[config.mk]
export PLATFORM = sky130hd
export DESIGN_NAME = mpjs_ram
export DESIGN_NICKNAME = d
export VERILOG_FILES = /design/src/hw/rtl/multi_policy_job_scheduler_core_defines.svh /design/src/hw/rtl/mpjs_ram.sv
export SDC_FILE = /design/constraint.sdc
export NUM_CORES = 1
export LEC_CHECK = 0
export ABC_AREA = 1
export ABC_CLOCK_PERIOD_IN_PS = 1100
export BUFFER_PORTS_ARGS = -buffer_cell sky130_fd_sc_hd__buf_2
export CAP_MARGIN = 20
export CORE_UTILIZATION = 35
export DETAILED_ROUTE_END_ITERATION = 12
export HOLD_SLACK_MARGIN = 0.05
export PLACE_DENSITY = 0.63
export REMOVE_ABC_BUFFERS = 1
export SETUP_SLACK_MARGIN = 0.02
export SLEW_MARGIN = 20
export SYNTH_ARGS = -nofsm -noshare
export SYNTH_HDL_FRONTEND = slang
export SYNTH_SLANG_ARGS = --single-unit
export TNS_END_PERCENT = 10
[constraint.sdc]
create_clock -name clock -period 1.1 [get_ports clock]
set_input_delay 0.055 -clock clock [delete_from_list [all_inputs] [get_ports clock]]
set_output_delay 0.055 -clock clock [all_outputs]
set_load 0.01 [all_outputs]
[src/hw/rtl/multi_policy_job_scheduler_core_defines.svh]
// Assertion macros shared by the scheduler RTL.
`ifndef MULTI_POLICY_JOB_SCHEDULER_CORE_DEFINES_SVH
`define MULTI_POLICY_JOB_SCHEDULER_CORE_DEFINES_SVH

// Checks a property on every clock edge outside reset.
`define MPJS_ASSERT(label, prop) \
   label: assert property (@(posedge clock) disable iff (reset) (prop)) \
      else $error("scheduler check failed");

// Checks a property on every clock edge, reset included.
`define MPJS_ASSERT_ALWAYS(label, prop) \
   label: assert property (@(posedge clock) (prop)) \
      else $error("scheduler check failed");

`endif

[src/hw/rtl/mpjs_ram.sv]
// Generic single-write, single-read RAM with registered read data.
`default_nettype none
module mpjs_ram #(
   parameter int WIDTH = 8,
   parameter int DEPTH = 16,
   localparam int AW = $clog2(DEPTH)
) (
   input  logic             clock,
   input  logic             wr_en,
   input  logic [AW-1:0]    wr_addr,
   input  logic [WIDTH-1:0] wr_data,
   input  logic [AW-1:0]    rd_addr,
   output logic [WIDTH-1:0] rd_data
);
   logic [WIDTH-1:0] mem [DEPTH];

   always_ff @(posedge clock) begin
      if (wr_en) begin
         mem[wr_addr] <= wr_data;
      end
      rd_data <= mem[rd_addr];
   end
endmodule
`default_nettype wire

==> metrics.yaml <==
critPathSlowestCell: "dfxtp_1"
synth_cell_types: 12
synth_warnings: 0
setup_ws_ns: 0.0790
final_antenna_net_count: 0
cts_sinks: 136
postSynthAreaPerCell_um2: 10.5
ys_ff_latch: 136
outcome: "finished clean"
worst_pin_slew_ns: 0.366
vias: 3887
grt_pass1_vias: 3790
antenna_found_initial: 1
start_util: 0.360
synthTopCellsByArea: "edfxtp_1 67%, nand2_1 11%, nand3_1 8.4%, inv_1 6.5%, dfxtp_1 2.8%"
cp_top_family: "flip-flops"
grt_max_degree: 65
critPathBufInv: 1
drtPass1Iterations: 5
ys_seq_area_frac: 0.694
power_leakage_uw: 0.00298
min_path_type: "in2reg"
cts_buffers: 17
synth_most_common_cell: "nand2_1"
period_minus_slack_ns: 1.02
pwr_density_cell_mw_per_mm2: 1720
core-area_mm2: 0.0160
relSlewSlack: 0.756
slew_violations: 0
async_flop_share: 0
track_usage: 0.164
synth_top_cell_by_area: "edfxtp_1"
wire_per_inst_um: 15.0
cp-start-kind: "register"
grt_pass1_wl_um: 19700
dp_hpwl_um: 7890
fin_skew_ns: 0.00721
rsz0062_at_grt: "false"
rows: 46
die_width_um: 130
synth_cells: 551
drc: 0
max_stage_delay_ns: 0.39
required_ns: 1.04
end_kind: "output port"
place_congestion: 0.809
synth_area_mm2: 0.00577
ir_drop_v: 0.00107
multi_input_area_mm2: 0.00122
cp_cell_sequence: "buf_2"
syn_to_final_growth_pct: 19.5
regArea_mm2: 0.00400
ys_dominant_reg_cell: "edfxtp_1"
cap_viol_max_count: 0
overflow: 0
clk_pin_slew_ns: 0.06
dieArea_mm2: 0.0170
synth_common_cells: "173 x nand2_1, 128 x edfxtp_1, 100 x inv_1"
period_share: 0.928
cp.arrival_ns: 0.97
routed_via_density: 4.66
cts_buffer_depth: 2
synth_edf_count: 128
cp_max_fo: 1
finalHoldViolations: 0
wl_um: 12500
num-fill-cells: 1531
post-place-ws_ns: -0.0260
drt_iter0_drc: 371
insertion_delay_ns: 0.42
synth_top_area_frac: 0.667
layout-drive-gt1-share: 0.128
htree_num_levels: 4
timing.hold.ws_ns: 0.0815
cts_tree: "done"
port_buffers: 25
die_h_um: 130
io_pins: 26
root_buffer: "clkbuf_16"
setup_viol: 0
crit_type: "reg2out"
max_freq_mhz: 979
nNetsFinal: 622
-- through the flow --
stage,total power (uW),util,std cells,TNS [ns],cell area (um^2)
6_report,11900,0.431,834,0,6890
3_5_place_dp,6670,0.391,794,-0.0260,6250
3_3_place_gp,6660,0.391,794,-0.0311,6250
4_1_cts,12000,0.430,833,0,6880
5_1_grt,12300,0.431,833,0,6890
2_1_floorplan,6260,-,527,0,5600
-- layer usage --
layer	up-vias	part of all wire	track usage
li1	1877	-	-
met1	1831	0.43	0.204
met2	158	0.46	0.256
met3	21	0.082	0.0537
met4	0	0.026	0.0811
met5	-	0	0
-- report_power, final --
group	total [uW]	leakage (uW)	switching [uW]	internal, uW
sequential	5840	0.00122	39.9	5800
combinational	745	0.00148	490	255
clock	5300	0.000276	1900	3400
total	11900	0.00298	2430	9450
-- area by class of cell --
cell class / instances / area share
multi-input combinational: 289 / 0.177
inverter: 102 / 0.0556
timing repair buffer: 58 / 0.0657
clock inverter: 3 / 0.00581
antenna: 1 / 0.000363
sequential: 136 / 0.581
tap: 216 / 0.0392
clock buffer: 29 / 0.0755
-- logic make-up after synthesis --
| family | synth area share |
|---|---|
| simple gates | 0.210 |
| flops | 0.694 |
| buf+inv | 0.0952 |
-- registers in the layout, summed over array words and instances, names as in the netlist --
signal,count
rd_data,8
mem,128
-- final timing paths --
kind	startpoint	end	slack (ns)	depth (start not counted)
max	rd_data[6]$_DFF_P_	rd_data[6]	0.08	1
min	wr_data[1]	mem[15][1]$_DFFE_PP_	0.08	1
max reg2reg	mem[9][2]$_DFFE_PP_	rd_data[2]$_DFF_P_	0.15	6
min reg2reg	mem[11][6]$_DFFE_PP_	rd_data[6]$_DFF_P_	0.66	6
-- worst register-to-register path: stages, from the launching register on --
cell and delay, ns:
edfxtp_1 0.36, inv_1 0.06, nand2_1 0.04, nand3_1 0.09, nand3_1 0.10, nand3_1 0.13
nand2_1 0.06
-- placed cells by master (no fill, tap or decap), drive strengths merged --
cell and count:
clkinv 2, diode 1, nand2 173, clkbuf 29
bufinv 1, dlygate4sd3 7, nand3b 2, nand3 97
buf 51, inv 102, edfxtp 128, nor2 17
dfxtp 8
-- repair_timing --
action	CTS	global route
buffers inserted	0	0
endpoints found under the setup margin	0	1
hold endpoints to repair	83	0
gates resized for setup	0	1
hold buffers	7	0
Note: power is estimated with default switching activity, not from simulation.
